===== src/hw/rtl/beacon_ap_table_update_unit_defines.svh =====
// Assertion macros used by the access point table update unit.
// Each macro expands to one labeled concurrent assertion, sampled on the
// rising clock edge and disabled while reset is high.
`ifndef BEACON_AP_TABLE_UPDATE_UNIT_DEFINES_SVH
`define BEACON_AP_TABLE_UPDATE_UNIT_DEFINES_SVH

// The property must hold at every sampled edge.
`define BAPT_ASSERT_NOW(lbl, clk, rst, prop, msg) \
  lbl: assert property (@(posedge clk) disable iff (rst) (prop)) else $error(msg);

// When the antecedent holds, the consequent must hold at the next sampled edge.
`define BAPT_ASSERT_NEXT(lbl, clk, rst, ante, cons, msg) \
  lbl: assert property (@(posedge clk) disable iff (rst) (ante) |=> (cons)) else $error(msg);

`endif


===== src/hw/rtl/bapt_pkg.sv =====
`timescale 1ns / 1ps

package bapt_pkg;

  localparam int ENTRY_COUNT_DEF   = 4;
  localparam int FULL_LIFETIME_DEF = 1024;
  localparam int SSID_MAX          = 32;
  localparam int SSID_WORDS        = 4;
  localparam int SLOT_W            = 2;
  localparam int MASK_W            = 4;

  localparam logic MODE_BEACON = 1'b0;
  localparam logic MODE_TICK   = 1'b1;

  typedef enum logic [2:0] {
    ST_MATCHED  = 3'd0,
    ST_FILLED   = 3'd1,
    ST_REPLACED = 3'd2,
    ST_DROPPED  = 3'd3,
    ST_REJECTED = 3'd4,
    ST_TICK     = 3'd5
  } status_t;

  typedef struct packed {
    logic        mode;
    logic [3:0]  channel;
    logic [47:0] bssid;
    logic [7:0]  signal_strength;
    logic [7:0]  ssid_length;
    logic [63:0] ssid_word0;
    logic [63:0] ssid_word1;
    logic [63:0] ssid_word2;
    logic [63:0] ssid_word3;
    logic [15:0] beacon_period;
    logic [15:0] capability;
  } req_t;

  typedef struct packed {
    status_t              status;
    logic [SLOT_W-1:0]    slot;
    logic [MASK_W-1:0]    expired_mask;
  } rsp_t;

  // Byte mask for one 64-bit SSID word: a byte is kept when its position
  // in the SSID lies below the length.
  function automatic logic [63:0] ssid_keep(input logic [5:0] len, input logic [1:0] word);
    logic [63:0] keep;
    logic [5:0]  pos;
    keep = '0;
    for (int b = 0; b < 8; b++) begin
      pos = {1'b0, word, 3'(b)};
      keep[b*8 +: 8] = {8{pos < len}};
    end
    return keep;
  endfunction

endpackage


===== src/hw/rtl/beacon_ap_table_update_unit.sv =====
`timescale 1ns / 1ps
// Each item's result is computed combinationally and registered into the result queue when the item is accepted.
// Throughput: one item per cycle; a two-entry result queue lets input keep flowing while the
// consumer stalls for one item, and ready drops only when both queue entries are full.
// Reset (synchronous, active high) clears every lifetime and signal strength, which empties
// the whole table at once, and empties the result queue.
module beacon_ap_table_update_unit import bapt_pkg::*; #(
  parameter int ENTRY_COUNT   = ENTRY_COUNT_DEF,
  parameter int FULL_LIFETIME = FULL_LIFETIME_DEF
) (
  input  logic clk,
  input  logic rst,
  input  logic req_valid,
  output logic req_ready,
  input  req_t req,
  output logic rsp_valid,
  input  logic rsp_ready,
  output rsp_t rsp
);

`include "beacon_ap_table_update_unit_defines.svh"

  localparam int LIFE_W = $clog2(FULL_LIFETIME + 1);
  localparam int IDX_W  = $clog2(ENTRY_COUNT);

  // Access point table. Lifetime and strength decide every result, so they
  // carry reset; the rest of the entry is plain payload.
  logic [ENTRY_COUNT-1:0][LIFE_W-1:0]           lifetime;
  logic [ENTRY_COUNT-1:0][7:0]                  strength;
  logic [ENTRY_COUNT-1:0][3:0]                  channel;
  logic [ENTRY_COUNT-1:0][47:0]                 bssid;
  logic [ENTRY_COUNT-1:0][5:0]                  ssid_len;
  logic [ENTRY_COUNT-1:0][SSID_WORDS-1:0][63:0] ssid;
  logic [ENTRY_COUNT-1:0][15:0]                 period;
  logic [ENTRY_COUNT-1:0][15:0]                 capability;

  // Result queue: head is presented on the output, tail is the skid entry.
  logic [1:0] count;
  logic [1:0] count_next;
  rsp_t       head;
  rsp_t       tail;

  logic                               req_fire;
  logic                               rsp_fire;
  logic                               is_tick;
  logic                               rejected;
  logic                               res_write;
  logic                               wr_en;
  logic [ENTRY_COUNT-1:0]             occupied;
  logic [ENTRY_COUNT-1:0]             match;
  logic [ENTRY_COUNT-1:0]             expired;
  logic [ENTRY_COUNT-1:0][LIFE_W-1:0] aged;
  logic [MASK_W-1:0]                  mask_low;
  logic [SSID_WORDS-1:0][63:0]        ssid_in;
  status_t                            sel_status;
  logic [IDX_W-1:0]                   sel_slot;
  rsp_t                               res;

  assign req_ready = (count != 2'd2);
  assign rsp_valid = (count != 2'd0);
  assign rsp       = head;
  assign req_fire  = req_valid && req_ready;
  assign rsp_fire  = rsp_valid && rsp_ready;

  assign is_tick  = (req.mode == MODE_TICK);
  assign rejected = (req.ssid_length > 8'(SSID_MAX));
  assign ssid_in  = {req.ssid_word3, req.ssid_word2, req.ssid_word1, req.ssid_word0};

  // Per-entry lookup and aging terms; these are independent across entries.
  always_comb begin
    for (int i = 0; i < ENTRY_COUNT; i++) begin
      occupied[i] = (strength[i] != 8'd0);
      match[i]    = occupied[i] && (bssid[i] == req.bssid);
      expired[i]  = (lifetime[i] == LIFE_W'(1));
      aged[i]     = (lifetime[i] != '0) ? lifetime[i] - LIFE_W'(1) : '0;
    end
  end

  // Only the first four entries are reported in the expiry mask.
  for (genvar j = 0; j < MASK_W; j++) begin : g_mask
    if (j < ENTRY_COUNT) begin : g_real
      assign mask_low[j] = expired[j];
    end else begin : g_pad
      assign mask_low[j] = 1'b0;
    end
  end

  bapt_select #(
    .ENTRY_COUNT   (ENTRY_COUNT),
    .FULL_LIFETIME (FULL_LIFETIME),
    .LIFE_W        (LIFE_W),
    .IDX_W         (IDX_W)
  ) u_select (
    .occupied (occupied),
    .match    (match),
    .lifetime (lifetime),
    .status   (sel_status),
    .slot     (sel_slot)
  );

  // A beacon writes the table unless it is too long or no slot qualifies.
  assign res_write = !is_tick && !rejected && (sel_status != ST_DROPPED);
  assign wr_en     = req_fire && res_write;

  always_comb begin
    if (is_tick) begin
      res.status       = ST_TICK;
      res.slot         = '0;
      res.expired_mask = mask_low;
    end else if (rejected) begin
      res.status       = ST_REJECTED;
      res.slot         = '0;
      res.expired_mask = '0;
    end else begin
      res.status       = sel_status;
      res.slot         = res_write ? SLOT_W'(sel_slot) : '0;
      res.expired_mask = '0;
    end
  end

  // Lifetime and strength: a tick ages every live entry and empties those
  // that run out; a written beacon restarts the chosen entry.
  always_ff @(posedge clk) begin
    if (rst) begin
      lifetime <= '0;
      strength <= '0;
    end else if (req_fire) begin
      if (is_tick) begin
        for (int i = 0; i < ENTRY_COUNT; i++) begin
          lifetime[i] <= aged[i];
          if (expired[i]) begin
            strength[i] <= 8'd0;
          end
        end
      end else if (res_write) begin
        lifetime[sel_slot] <= LIFE_W'(FULL_LIFETIME);
        strength[sel_slot] <= req.signal_strength;
      end
    end
  end

  // Entry payload. SSID bytes at and beyond the length are stored as zero.
  always_ff @(posedge clk) begin
    if (wr_en) begin
      channel[sel_slot]    <= req.channel;
      bssid[sel_slot]      <= req.bssid;
      ssid_len[sel_slot]   <= req.ssid_length[5:0];
      period[sel_slot]     <= req.beacon_period;
      capability[sel_slot] <= req.capability;
      for (int w = 0; w < SSID_WORDS; w++) begin
        ssid[sel_slot][w] <= ssid_in[w] & ssid_keep(req.ssid_length[5:0], 2'(w));
      end
    end
  end

  // Result queue bookkeeping.
  always_comb begin
    count_next = count;
    case ({req_fire, rsp_fire})
      2'b10:   count_next = count + 2'd1;
      2'b01:   count_next = count - 2'd1;
      default: count_next = count;
    endcase
  end

  always_ff @(posedge clk) begin
    if (rst) begin
      count <= 2'd0;
    end else begin
      count <= count_next;
    end
  end

  always_ff @(posedge clk) begin
    case ({req_fire, rsp_fire})
      2'b11: begin
        if (count == 2'd2) begin
          head <= tail;
          tail <= res;
        end else begin
          head <= res;
        end
      end
      2'b10: begin
        if (count == 2'd0) begin
          head <= res;
        end else begin
          tail <= res;
        end
      end
      2'b01: begin
        head <= tail;
      end
      default: begin
        head <= head;
      end
    endcase
  end

  // The queue holds at most two results.
  `BAPT_ASSERT_NOW(a_count_range, clk, rst, count != 2'd3, "result queue count out of range")

  // A written slot must come out with a full lifetime.
  `BAPT_ASSERT_NEXT(a_write_full_life, clk, rst, wr_en, lifetime[$past(sel_slot)] == LIFE_W'(FULL_LIFETIME), "written slot lacks full lifetime")

  // A written slot takes the beacon's strength.
  `BAPT_ASSERT_NEXT(a_write_strength, clk, rst, wr_en, strength[$past(sel_slot)] == $past(req.signal_strength), "written slot lost beacon strength")

  // With the queue empty, a tick's result is presented on the next cycle.
  `BAPT_ASSERT_NEXT(a_tick_result, clk, rst, req_fire && is_tick && (count == 2'd0), rsp_valid && (rsp.status == ST_TICK), "tick result not presented")

  // An entry that runs out on a tick ends up empty with zero lifetime.
  for (genvar i = 0; i < ENTRY_COUNT; i++) begin : g_chk
    `BAPT_ASSERT_NEXT(a_expire_clears, clk, rst, req_fire && is_tick && expired[i], (strength[i] == 8'd0) && (lifetime[i] == '0), "expired entry not cleared")
  end

endmodule


===== src/hw/rtl/bapt_select.sv =====
`timescale 1ns / 1ps

// Picks the slot a beacon goes to: the first occupied entry with the same
// BSSID, else the last empty entry, else the first occupied entry with the
// smallest lifetime below full. The oldest search is a balanced tree in
// which the lower index wins a tie.
module bapt_select import bapt_pkg::*; #(
  parameter int ENTRY_COUNT   = ENTRY_COUNT_DEF,
  parameter int FULL_LIFETIME = FULL_LIFETIME_DEF,
  parameter int LIFE_W        = $clog2(FULL_LIFETIME_DEF + 1),
  parameter int IDX_W         = $clog2(ENTRY_COUNT_DEF)
) (
  input  logic [ENTRY_COUNT-1:0]             occupied,
  input  logic [ENTRY_COUNT-1:0]             match,
  input  logic [ENTRY_COUNT-1:0][LIFE_W-1:0] lifetime,
  output status_t                            status,
  output logic [IDX_W-1:0]                   slot
);

  localparam int LEVELS = $clog2(ENTRY_COUNT);
  localparam int NP     = 1 << LEVELS;

  logic [2*NP-1:1]   node_ok;
  logic [LIFE_W-1:0] node_life [1:2*NP-1];
  logic [IDX_W-1:0]  node_idx  [1:2*NP-1];

  logic             match_any;
  logic [IDX_W-1:0] match_idx;
  logic             empty_any;
  logic [IDX_W-1:0] empty_idx;

  for (genvar k = 0; k < NP; k++) begin : g_leaf
    if (k < ENTRY_COUNT) begin : g_real
      assign node_ok[NP+k]   = occupied[k] && (lifetime[k] < LIFE_W'(FULL_LIFETIME));
      assign node_life[NP+k] = lifetime[k];
      assign node_idx[NP+k]  = IDX_W'(k);
    end else begin : g_pad
      assign node_ok[NP+k]   = 1'b0;
      assign node_life[NP+k] = '0;
      assign node_idx[NP+k]  = '0;
    end
  end

  for (genvar k = 1; k < NP; k++) begin : g_node
    logic take_left;
    assign take_left = node_ok[2*k] &&
                       (!node_ok[2*k+1] || (node_life[2*k] <= node_life[2*k+1]));
    assign node_ok[k]   = node_ok[2*k] || node_ok[2*k+1];
    assign node_life[k] = take_left ? node_life[2*k] : node_life[2*k+1];
    assign node_idx[k]  = take_left ? node_idx[2*k]  : node_idx[2*k+1];
  end

  always_comb begin
    match_idx = '0;
    for (int i = ENTRY_COUNT - 1; i >= 0; i--) begin
      if (match[i]) begin
        match_idx = IDX_W'(i);
      end
    end
    empty_idx = '0;
    for (int i = 0; i < ENTRY_COUNT; i++) begin
      if (!occupied[i]) begin
        empty_idx = IDX_W'(i);
      end
    end
    match_any = |match;
    empty_any = ~&occupied;

    if (match_any) begin
      status = ST_MATCHED;
      slot   = match_idx;
    end else if (empty_any) begin
      status = ST_FILLED;
      slot   = empty_idx;
    end else if (node_ok[1]) begin
      status = ST_REPLACED;
      slot   = node_idx[1];
    end else begin
      status = ST_DROPPED;
      slot   = '0;
    end
  end

endmodule


===== config.mk =====
export PLATFORM = sky130hd
export DESIGN_NAME = beacon_ap_table_update_unit
export DESIGN_NICKNAME = d
export VERILOG_FILES = /design/src/hw/rtl/bapt_pkg.sv /design/src/hw/rtl/beacon_ap_table_update_unit.sv /design/src/hw/rtl/bapt_select.sv
export VERILOG_INCLUDE_DIRS = /design/src /design/src/hw/rtl
export SDC_FILE = /design/constraint.sdc
export NUM_CORES = 1
export LEC_CHECK = 0
export BUFFER_PORTS_ARGS = -buffer_cell sky130_fd_sc_hd__buf_4
export CORE_MARGIN = 2
export CORE_UTILIZATION = 30
export CTS_BUF_LIST = sky130_fd_sc_hd__clkbuf_16
export DETAILED_ROUTE_END_ITERATION = 8
export PLACE_DENSITY = 0.55
export SLEW_MARGIN = 40
export SYNTH_ARGS = -nofsm -noshare
export SYNTH_HDL_FRONTEND = slang
export SYNTH_SLANG_ARGS = --single-unit

===== constraint.sdc =====
create_clock -name clk -period 13.2 [get_ports clk]
set_input_delay 0.66 -clock clk [delete_from_list [all_inputs] [get_ports clk]]
set_output_delay 0.66 -clock clk [all_outputs]
set_load 0.1 [all_outputs]

# After elaboration in Yosys (flattened, before gate mapping)
# Index checks and enable logic that the tools add are counted.
# Widths: inputs -> output; s select.
[word_totals] inputBits=361 ff_bits=288 out_inout_bits=11 word_cells=158
[classes] bitwise=3 n_reduce_logical=51 n_lt_le_gt_ge=10 addsub=6 eq_ne=21 mux=48
[op_table] cell="$bwmux 192" n=1
[op_table] cell="$eq 48x48->1" n=4
[op_table] cell="$demux 48 s2" n=1
[op_table] cell="$mux 44" n=2
[op_table] cell="$mux 11" n=7
[op_table] cell="$mux 32" n=2
[op_table] cell="$mux 9" n=6
[op_table] cell="$mux 48" n=1
[op_table] cell="$eq 11x1->1 const B" n=4
[op_table] cell="$lt 11x11->1 const B" n=4
[op_table] cell="$reduce_bool 11->1" n=4
[op_table] cell="$sub 11x1->11 const B" n=4
[op_table] cell="$and 40x40->40" n=1
[op_table] cell="$mux 8" n=5
[op_table] cell="$not 40->40" n=1
[op_table] cell="$le 11x11->1" n=3
[op_table] cell="$bwmux 32" n=1
[op_table] cell="$reduce_bool 8->1" n=4
[op_table] cell="$pmux 9 s3" n=1
[op_table] cell="$demux 11 s2" n=1
[op_table] cell="$mux 2" n=11
[op_table] cell="$pmux 9 s2" n=1
[op_table] cell="$logic_and 1x1->1" n=17
[op_table] cell="$demux 8 s2" n=1
[op_table] cell="23 further kinds" n=52

# Logic depth before layout (Yosys ltp)
# Gate-level depths: netlist of the first run.
[depth] ltp_word=21 ltp_mapped=22 mapped_depth_nobuf=20

# Cells and area by module
# A second synthesis of the first run with hierarchy kept.
[hier_totals] cells_unflattened=1145 hier_area_um2=13993.4
[by_module_without_submodules] module="beacon_ap_table_update_unit" n_inst=1 cells_per_inst=989 area_per_inst_um2=12764.7 seq_area_each_um2=7867.5
[by_module_without_submodules] module="bapt_select" n_inst=1 cells_per_inst=156 area_per_inst_um2=1228.7 seq_area_each_um2=0.0

# Worst setup path before layout of the first run
# No wires, ideal clock.
[synth_path] path_type="reg-to-reg" startpoint="register lifetime[39] (netlist name)" endpoint="register bssid[100] (netlist name) (enable)" required_ns=12.798 path_buffers=2 slack_ns=7.351 arrival_ns=5.447 path_stages_with_launch=19 synth_period_minus_slack_ns=5.849 setup_ns=0.402 path_cell_list="dfxtp_1 > inv_1 > ha_1 > and4_1 > a41oi_1 > a21oi_1 > o41ai_2 > clkbuf_1 > a21oi_1 > ha_1 > a21oi_1 > o21ai_0 > a2111oi_0 > nor3_1 > o31a_1 > a311oi_2 > nand4_1 > clkbuf_1 > inv_1"
[synth_via] elab_chain_cells=10
[synth_lines] element="start, declared" line_no="beacon_ap_table_update_unit.sv:28" rtl="logic [ENTRY_COUNT-1:0][LIFE_W-1:0] lifetime;"
[synth_lines] element="start signal, assigned by index" line_no="beacon_ap_table_update_unit.sv:130" rtl="lifetime[i] <= aged[i];"
[synth_lines] element="start signal, assigned by index" line_no="beacon_ap_table_update_unit.sv:136" rtl="lifetime[sel_slot] <= LIFE_W'(FULL_LIFETIME);"
[synth_lines] element="$lt 11x11->1" line_no="bapt_select.sv:34" rtl="assign node_ok[NP+k] = occupied[k] && (lifetime[k] < LIFE_W'(FULL_LIFETIME));"
[synth_lines] element="$logic_and 1x1->1" line_no="bapt_select.sv:34"
[synth_lines] element="$logic_or 1x1->1 (2 in a row)" line_no="bapt_select.sv:48" rtl="assign node_ok[k] = node_ok[2*k] || node_ok[2*k+1];"
[synth_lines] element="$mux 1" line_no="bapt_select.sv:75" rtl="end else if (node_ok[1]) begin"
[synth_lines] element="$mux 3" line_no="bapt_select.sv:72" rtl="end else if (empty_any) begin"
[synth_lines] element="$mux 3" line_no="bapt_select.sv:69" rtl="if (match_any) begin"
[synth_lines] element="$ne 3x2->1" line_no="beacon_ap_table_update_unit.sv:102" rtl="assign res_write = !is_tick && !rejected && (sel_status != ST_DROPPED);"
[synth_lines] element="$logic_and 1x1->1" line_no="beacon_ap_table_update_unit.sv:102"
[synth_lines] element="$logic_and 1x1->1" line_no="beacon_ap_table_update_unit.sv:103" rtl="assign wr_en = req_fire && res_write;"
[synth_lines] element="end signal, assigned by index" line_no="beacon_ap_table_update_unit.sv:146" rtl="bssid[sel_slot] <= req.bssid;"
[synth_lines] element="end, declared" line_no="beacon_ap_table_update_unit.sv:31" rtl="logic [ENTRY_COUNT-1:0][47:0] bssid;"
# Every way passes these cells.
# A chain may end at the register's enable or synchronous reset.

# Worst setup path after layout of the first run
[layout_path] startpoint="register lifetime[39] (netlist name)" endpoint="register bssid[22] (netlist name) (enable)"
# The elaborated chain is that of the path after synthesis.

==> results of run 1 <==
[power breakdown]
group          switching, W  internal (W)  leakage (nW)  total, W
Sequential        0.0000916       0.00107          2.53   0.00116
Clock              0.000349      0.000399         0.456  0.000748
Combinational      0.000726      0.000417          2.52   0.00114
[final cells by class]
cell class | instances | area [sq um] | share of cell area (%)
Clock inverter | 24 | 121 | 0.772
Sequential cell | 288 | 7870 | 50.1
Clock buffer | 29 | 726 | 4.62
Tap cell | 592 | 741 | 4.71
Timing Repair Buffer | 86 | 649 | 4.13
Multi-Input combinational cell | 749 | 5460 | 34.7
Inverter | 41 | 156 | 0.995
[flip-flops by register name, summed over array words and instances, names as in the netlist]
register and count:
lifetime 44, tail 9, bssid 192, strength 32, rsp 9, count 2
[cell usage in the layout (no fill, tap or decap), drive strengths merged, types with 46 or more instances in the layout]
cell / count
dfxtp: 78
nor4: 58
inv: 51
edfxtp: 210
nand2: 77
buf: 86
ha: 46
nor2: 50
xor2: 141
xnor2: 57
[cells by family (layout without fill, tap and decap cells)]
kind of cell               count (synthesis)  in the layout  synth area share [%]
AOI/OAI and AO/OA                        194            194                  10.6
xor gates and xnor gates                 198            198                  12.8
adders and majority gates                 46             46                  4.24
buffers and inverters                     67            180                  2.03
DFF                                      288            288                  58.0
muxes                                      6              6                 0.442
and+or+nand+nor                          305            305                  12.0
[worst register-to-register path, delay by kind of cell (launching register included)]
| family | cells | cell delay, ns |
|---|---|---|
| AO/OA/AOI/OAI | 8 | 2.26 |
| buffers and inverters | 4 | 1.17 |
| AND/OR/NAND/NOR | 3 | 1.02 |
| adder cells (fa/ha/maj) | 2 | 0.62 |
| flip-flops | 1 | 0.43 |
| multiplexers | 1 | 0.33 |
[layer usage]
metal,vias up,wire [um],track usage [%]
li1,4365,-,-
met1,4454,15900,19.3
met2,197,15400,23.0
met3,45,1450,2.40
met4,0,658,3.26
met5,-,0,0
[through the flow]
stage | std cells | area, sq um | total power (W) | hold WS [ns] | utilization, %
after CTS | 1808 | 15700 | 0.00307 | 0.324 | 35.3
final | 1809 | 15700 | 0.00305 | 0.349 | 35.4
after floorplan | 1104 | 13600 | 0.00202 | 0.433 | -
after global placement | 1755 | 14800 | 0.00229 | 0.446 | 33.4
after detailed placement | 1755 | 14800 | 0.00231 | 0.449 | 33.4
after global routing | 1809 | 15700 | 0.00326 | 0.334 | 35.4
[worst max path at each step]
stage	from	to	slack, ns	cells after the start
global route	lifetime[39]	bssid[19]	6.38	18
global placement	lifetime[21]	bssid[123]	6.34	17
floorplan	lifetime[39]	bssid[100]	7.35	18
detailed placement	lifetime[39]	bssid[130]	6.70	17
CTS	lifetime[36]	bssid[106]	6.69	17
finish	lifetime[39]	bssid[22]	6.94	18
==> impl_metrics.py, run 1 <==
metrics = {
    "setup_path": {
        "crit_fanout": 52,
        "setup.worst_path.end_class": "register",
        "critical_path.top_delay_family": "compound AO/OA/AOI/OAI gates",
        "r2r_cells": 18,
        "crit_arrival_ns": 6.46,
        "reg2reg_to": "bssid[22]",
        "required_ns": 13.40,
        "r2r-start": "lifetime[39]",
        "path_cells": "inv_1 > ha_1 > and4_1 > a41oi_1 > a21oi_1 > o41ai_2 > buf_4 > mux2i_1 > ha_1 > a21oi_1 > a211oi_1 > a2111oi_0 > nor3_1 > o31a_1 > a311oi_2 > nand3_1 > inv_2 > buf_4",
        "crit_type": "register to register",
        "critical_path_buf_inv_count": 4,
        "critPathLaunchType": "register",
        "max_stage_delay_ns": 0.66,
        "crit_slowest_cell": "nand3_1",
        "ff2ff_setup_slack_ns": 6.94,
    },
    "timing": {
        "rsz0062_at_grt": "no",
        "relSlewSlack_pct": 45.3,
        "finalCritPeriodShare_pct": 47.5,
        "tightest_slew_ns": 0.820,
        "setup_viol": 0,
        "finalHoldViolCount": 0,
        "finClkSkew_ns": 0.0153,
        "maxSlewViolCount": 0,
        "setup_slack_ns": 6.94,
        "final.setup.tns_ns": 0,
        "fmax_ghz": 0.160,
        "period_needed_ns": 6.26,
    },
    "min_path": {
        "hp-start": "req[344]",
        "hold_class": "input port to register",
        "hold_depth": 1,
        "hold-path-endpoint": "bssid[184]",
    },
    "synth": {
        "yosysMostFrequentCell": "edfxtp_1",
        "synth.avg_cell_area_sq_um": 12.3,
        "yosysWarnings": 0,
        "synth_cell_type_count": 67,
        "ys_ff_latch": 288,
        "synth_edf_count": 210,
        "synthFlopType": "edfxtp_1",
        "synthCells": 1104,
        "yosys.area.top_type_share_pct": 46.5,
        "syn_nets": 1511,
        "synth.top_cells.by_count": "edfxtp_1 (210), xor2_1 (141), dfxtp_1 (78)",
        "yosysTopAreaCell": "edfxtp_1",
        "netlist_top_cells_area": "edfxtp_1 (46%), dfxtp_1 (12%), xor2_1 (9.1%)",
        "synth_area_sq_um": 13600,
        "synth-async-reset-ratio_pct": 0,
        "synth-seq-area-share_pct": 58.0,
    },
    "global_routing": {
        "grt_max_degree": 68,
        "antenna_found_initial": 0,
        "grt_pass1_vias": 8801,
        "grt.overflow.total": 0,
        "grt_pass1_wl_um": 51300,
        "grt_use_total_pct": 14.0,
    },
    "drt": {
        "first_pass_iters": 6,
        "viasPerCell": 5.01,
        "route.detailed.drc": 0,
        "routed_wl_um": 33500,
        "post_drt_wl_per_cell_um": 18.5,
        "drtIter0Drc": 561,
        "antenna_left": 0,
        "via_count": 9061,
    },
    "placed_design": {
        "pre_cts_ws_ns": 6.70,
        "gp_congestion": 0.857,
        "hpwl_um": 23700,
        "portBuffers": 79,
    },
    "die": {
        "ioPinCount": 372,
        "start_util_pct": 30.6,
        "rows": 77,
        "coreArea_sq_um": 44400,
        "die_h_um": 217,
        "die_area_sq_um": 47000,
        "die_w_um": 217,
    },
    "cts": {
        "cts_tree": "done",
        "cts_made_buffers": 29,
        "clock-root-buffer": "clkbuf_16",
        "post_cts_buffers": 0,
        "cts_resized": 0,
        "numClockSinks": 288,
        "clk_latency_ns": 0.57,
        "clk_pin_slew_ns": 0.06,
        "hold_buffers": 0,
        "htree_levels": 1,
        "clockBufferDepth": 3,
    },
    "pwr": {
        "power_density_nw_per_um2": 194,
        "vdd_drop_max_mv": 0.184,
        "leakagePower_nw": 5.51,
    },
    "run": {
        "cap_violations": 0,
    },
    "final_layout": {
        "diodes": 0,
        "drive_above_1_share_pct": 13.2,
        "nFillCells": 4378,
        "synthToLayoutAreaGrowth_pct": 15.8,
        "finish.net_count": 1602,
    },
    "outcome": {
        "status": "completed",
    },
}
(Power assumes the default switching activity.)
==> inputs of run 2 (changes only) <==
--- a/config.mk
+++ b/config.mk
@@ -6,6 +6,7 @@
 export SDC_FILE = /design/constraint.sdc
 export NUM_CORES = 1
 export LEC_CHECK = 0
+export ABC_AREA = 1
 export BUFFER_PORTS_ARGS = -buffer_cell sky130_fd_sc_hd__buf_4
 export CORE_MARGIN = 2
 export CORE_UTILIZATION = 30
==> constraint.sdc (replaced) <==
create_clock -name clk -period 5.2 [get_ports clk]
set_input_delay 0.26 -clock clk [delete_from_list [all_inputs] [get_ports clk]]
set_output_delay 0.26 -clock clk [all_outputs]
set_load 0.1 [all_outputs]
==> impl_metrics.py, run 2 <==
metrics = {
    "timing": {
        "finClkSkew_ns": 0.0341,
        "tightest_slew_ns": 0.815,
        "relSlewSlack_pct": 45.5,
        "setup_viol": 0,
        "setup_slack_ns": 0.464,
        "fin_hold_ws_ns": 0.0177,
        "finalCritPeriodShare_pct": 91.1,
        "period_needed_ns": 4.74,
        "fmax_ghz": 0.211,
        "finalHoldViolCount": 0,
        "maxSlewViolCount": 0,
    },
    "synth": {
        "synth_top_family_by_area": "simple AND/OR/NAND/NOR gates",
        "syn_nets": 2403,
        "synth-seq-area-share_pct": 48.9,
        "synthFlopType": "edfxtp_1",
        "netlist_top_cells_area": "edfxtp_1 (39%), nand2_1 (14%), dfxtp_1 (9.7%)",
        "synth_edf_count": 210,
        "synthXorXnorAreaFrac_pct": 5.98,
        "synthCells": 1996,
        "yosysMostFrequentCell": "nand2_1",
        "synth_fa_ha_area_share_pct": 3.57,
        "yosysTopAreaCell": "edfxtp_1",
        "ys_ff_latch": 288,
        "synth.top_cells.by_count": "nand2_1 (606), inv_1 (246), nor2_1 (224)",
        "synth_cell_type_count": 53,
        "yosys.area.top_type_share_pct": 39.2,
        "yosysWarnings": 0,
        "synth.avg_cell_area_sq_um": 8.07,
        "synth_compound_area_share_pct": 6.35,
        "synth-simple-area-share_pct": 27.6,
        "muxShareOfSynthArea_pct": 0,
        "synth_area_sq_um": 16100,
        "synth-async-reset-ratio_pct": 0,
    },
    "global_routing": {
        "grt_max_degree": 66,
        "grt.overflow.total": 0,
        "antenna_found_initial": 4,
        "grt_use_total_pct": 17.0,
        "grt_pass1_wl_um": 73000,
        "grt_pass1_vias": 12500,
    },
    "pwr": {
        "p_clk_share_pct": 30.0,
        "leakagePower_nw": 8.16,
        "p_int_w": 0.00508,
        "vdd_drop_max_mv": 0.249,
        "power_w": 0.00822,
        "p_switching_w": 0.00315,
        "pwr-share-seq_pct": 34.6,
        "comb_power_share_pct": 35.3,
        "power_density_nw_per_um2": 431,
        "sw_frac_of_total_pct": 38.3,
    },
    "setup_path": {
        "max_stage_delay_ns": 0.37,
        "cpMostUsedCell": "nor2_1",
        "crit_type": "register to register",
        "required_ns": 5.45,
        "critPathLaunchType": "register",
        "crit_slowest_cell": "dfxtp_1",
        "setup.worst_path.end_class": "register",
        "crit_arrival_ns": 4.98,
        "crit_fanout": 27,
    },
    "cts": {
        "numClockSinks": 288,
        "htree_levels": 2,
        "post_cts_buffers": 0,
        "clockBufferDepth": 3,
        "clk_pin_slew_ns": 0.06,
        "clk_latency_ns": 0.57,
        "cts_made_buffers": 36,
        "cts_tree": "done",
        "clock-root-buffer": "clkbuf_16",
    },
    "die": {
        "die_area_sq_um": 55600,
        "die_h_um": 236,
        "ioPinCount": 372,
        "coreArea_sq_um": 52900,
        "die_w_um": 236,
        "rows": 84,
        "start_util_pct": 30.5,
    },
    "final_layout": {
        "drive_above_1_share_pct": 8.84,
        "layout_common_cells": "nand2_1 (605), inv_1 (249), nor2_1 (224)",
        "seq_area_sq_um": 7870,
        "nFillCells": 5432,
        "final_util_pct": 36.0,
        "multiInputGateArea_sq_um": 7010,
        "top_regs": "bssid (192), lifetime (44), strength (32)",
        "layout.cells.non_filler": 2840,
        "largest_register": "bssid",
        "finish.net_count": 2531,
        "synthToLayoutAreaGrowth_pct": 18.3,
        "largest_reg_flops": 192,
        "final_common_cell": "nand2_1",
    },
    "placed_design": {
        "gp_congestion": 0.895,
        "placed_cells": 2728,
        "portBuffers": 79,
        "pre_cts_ws_ns": 0.413,
        "hpwl_um": 35400,
    },
    "drt": {
        "first_pass_iters": 6,
        "viasPerCell": 4.69,
        "antenna_left": 0,
        "drtIter0Drc": 1091,
        "route.detailed.drc": 0,
        "routed_wl_um": 47400,
        "via_count": 13300,
        "post_drt_wl_per_cell_um": 16.7,
    },
    "run": {
        "cap_violations": 0,
    },
    "min_path": {
        "hold_class": "input port to register",
    },
    "outcome": {
        "status": "completed",
    },
}
[run 2: kinds of logic (layout without fill, tap and decap cells)]
family | after synthesis | count (layout)
AOI/OAI and AO/OA | 184 | 184
and+or+nand+nor | 1063 | 1063
other | 0 | 2
DFF | 288 | 288
adders and majority gates | 46 | 46
xor gates and xnor gates | 110 | 110
buffers and inverters | 305 | 459
[run 2: area by class of cell]
cell class              count  share of cell area, %
repair buffers            135                   6.24
well taps                 688                   4.52
inverters                 260                   5.13
multi-input cells        1403                   36.8
diodes                      2                 0.0263
clock buffers              38                   4.99
clock inverters            26                   1.03
flip-flops and latches    288                   41.3
[run 2: repair_timing]
item / 4_1_cts / 5_1_grt
hold buffers: 46 / 0
endpoints found under the setup margin: 0 / 48
hold endpoints to repair: 184 / 0
gates resized for setup: 0 / 3
[run 2: per-stage QoR]
stage | instance area (sq um) | setup TNS (ns)
after floorplan | 16100 | 0
after global placement | 17400 | 0
after detailed placement | 17400 | 0
after CTS | 19000 | 0
after global routing | 19100 | -0.000814
final | 19100 | 0
[run 2: worst max-delay path, delay by kind of cell (launching register included)]
family | cells | cell delay, ns
buffers and inverters | 6 | 0.94
AND/OR/NAND/NOR | 15 | 1.55
flip-flops | 1 | 0.37
adder cells (fa/ha/maj) | 2 | 0.68
AO/OA/AOI/OAI | 3 | 0.82
[run 2: final timing paths]
check / startpoint / end / slack [ns] / cells after the start
worst max-delay path: lifetime[43] / bssid[106] / 0.46 / 26
worst min-delay path: req[336] / bssid[80] / 0.02 / 1
worst max register to register: lifetime[43] / bssid[106] / 0.46 / 26
worst min register to register: strength[29] / strength[29] / 0.46 / 2
[run 2: power by group through the flow]
stage / registers (W) / logic [W] / clock network, W
finish: 0.00285 / 0.00290 / 0.00247
global route: 0.00288 / 0.00327 / 0.00260
CTS: 0.00285 / 0.00289 / 0.00252
detailed placement: 0.00289 / 0.00284 / 0
global placement: 0.00288 / 0.00277 / 0
floorplan: 0.00305 / 0.00197 / 0
[run 2: routing by layer]
metal	global-route usage, %	part of all wire [%]	vias up	wire, um
met2	25.8	43	360	20300
met3	3.45	6.5	61	3080
met4	4.44	2.0	4	968
met1	24.6	49	6186	23100
met5	0	0.053	-	25
li1	-	-	6701	-
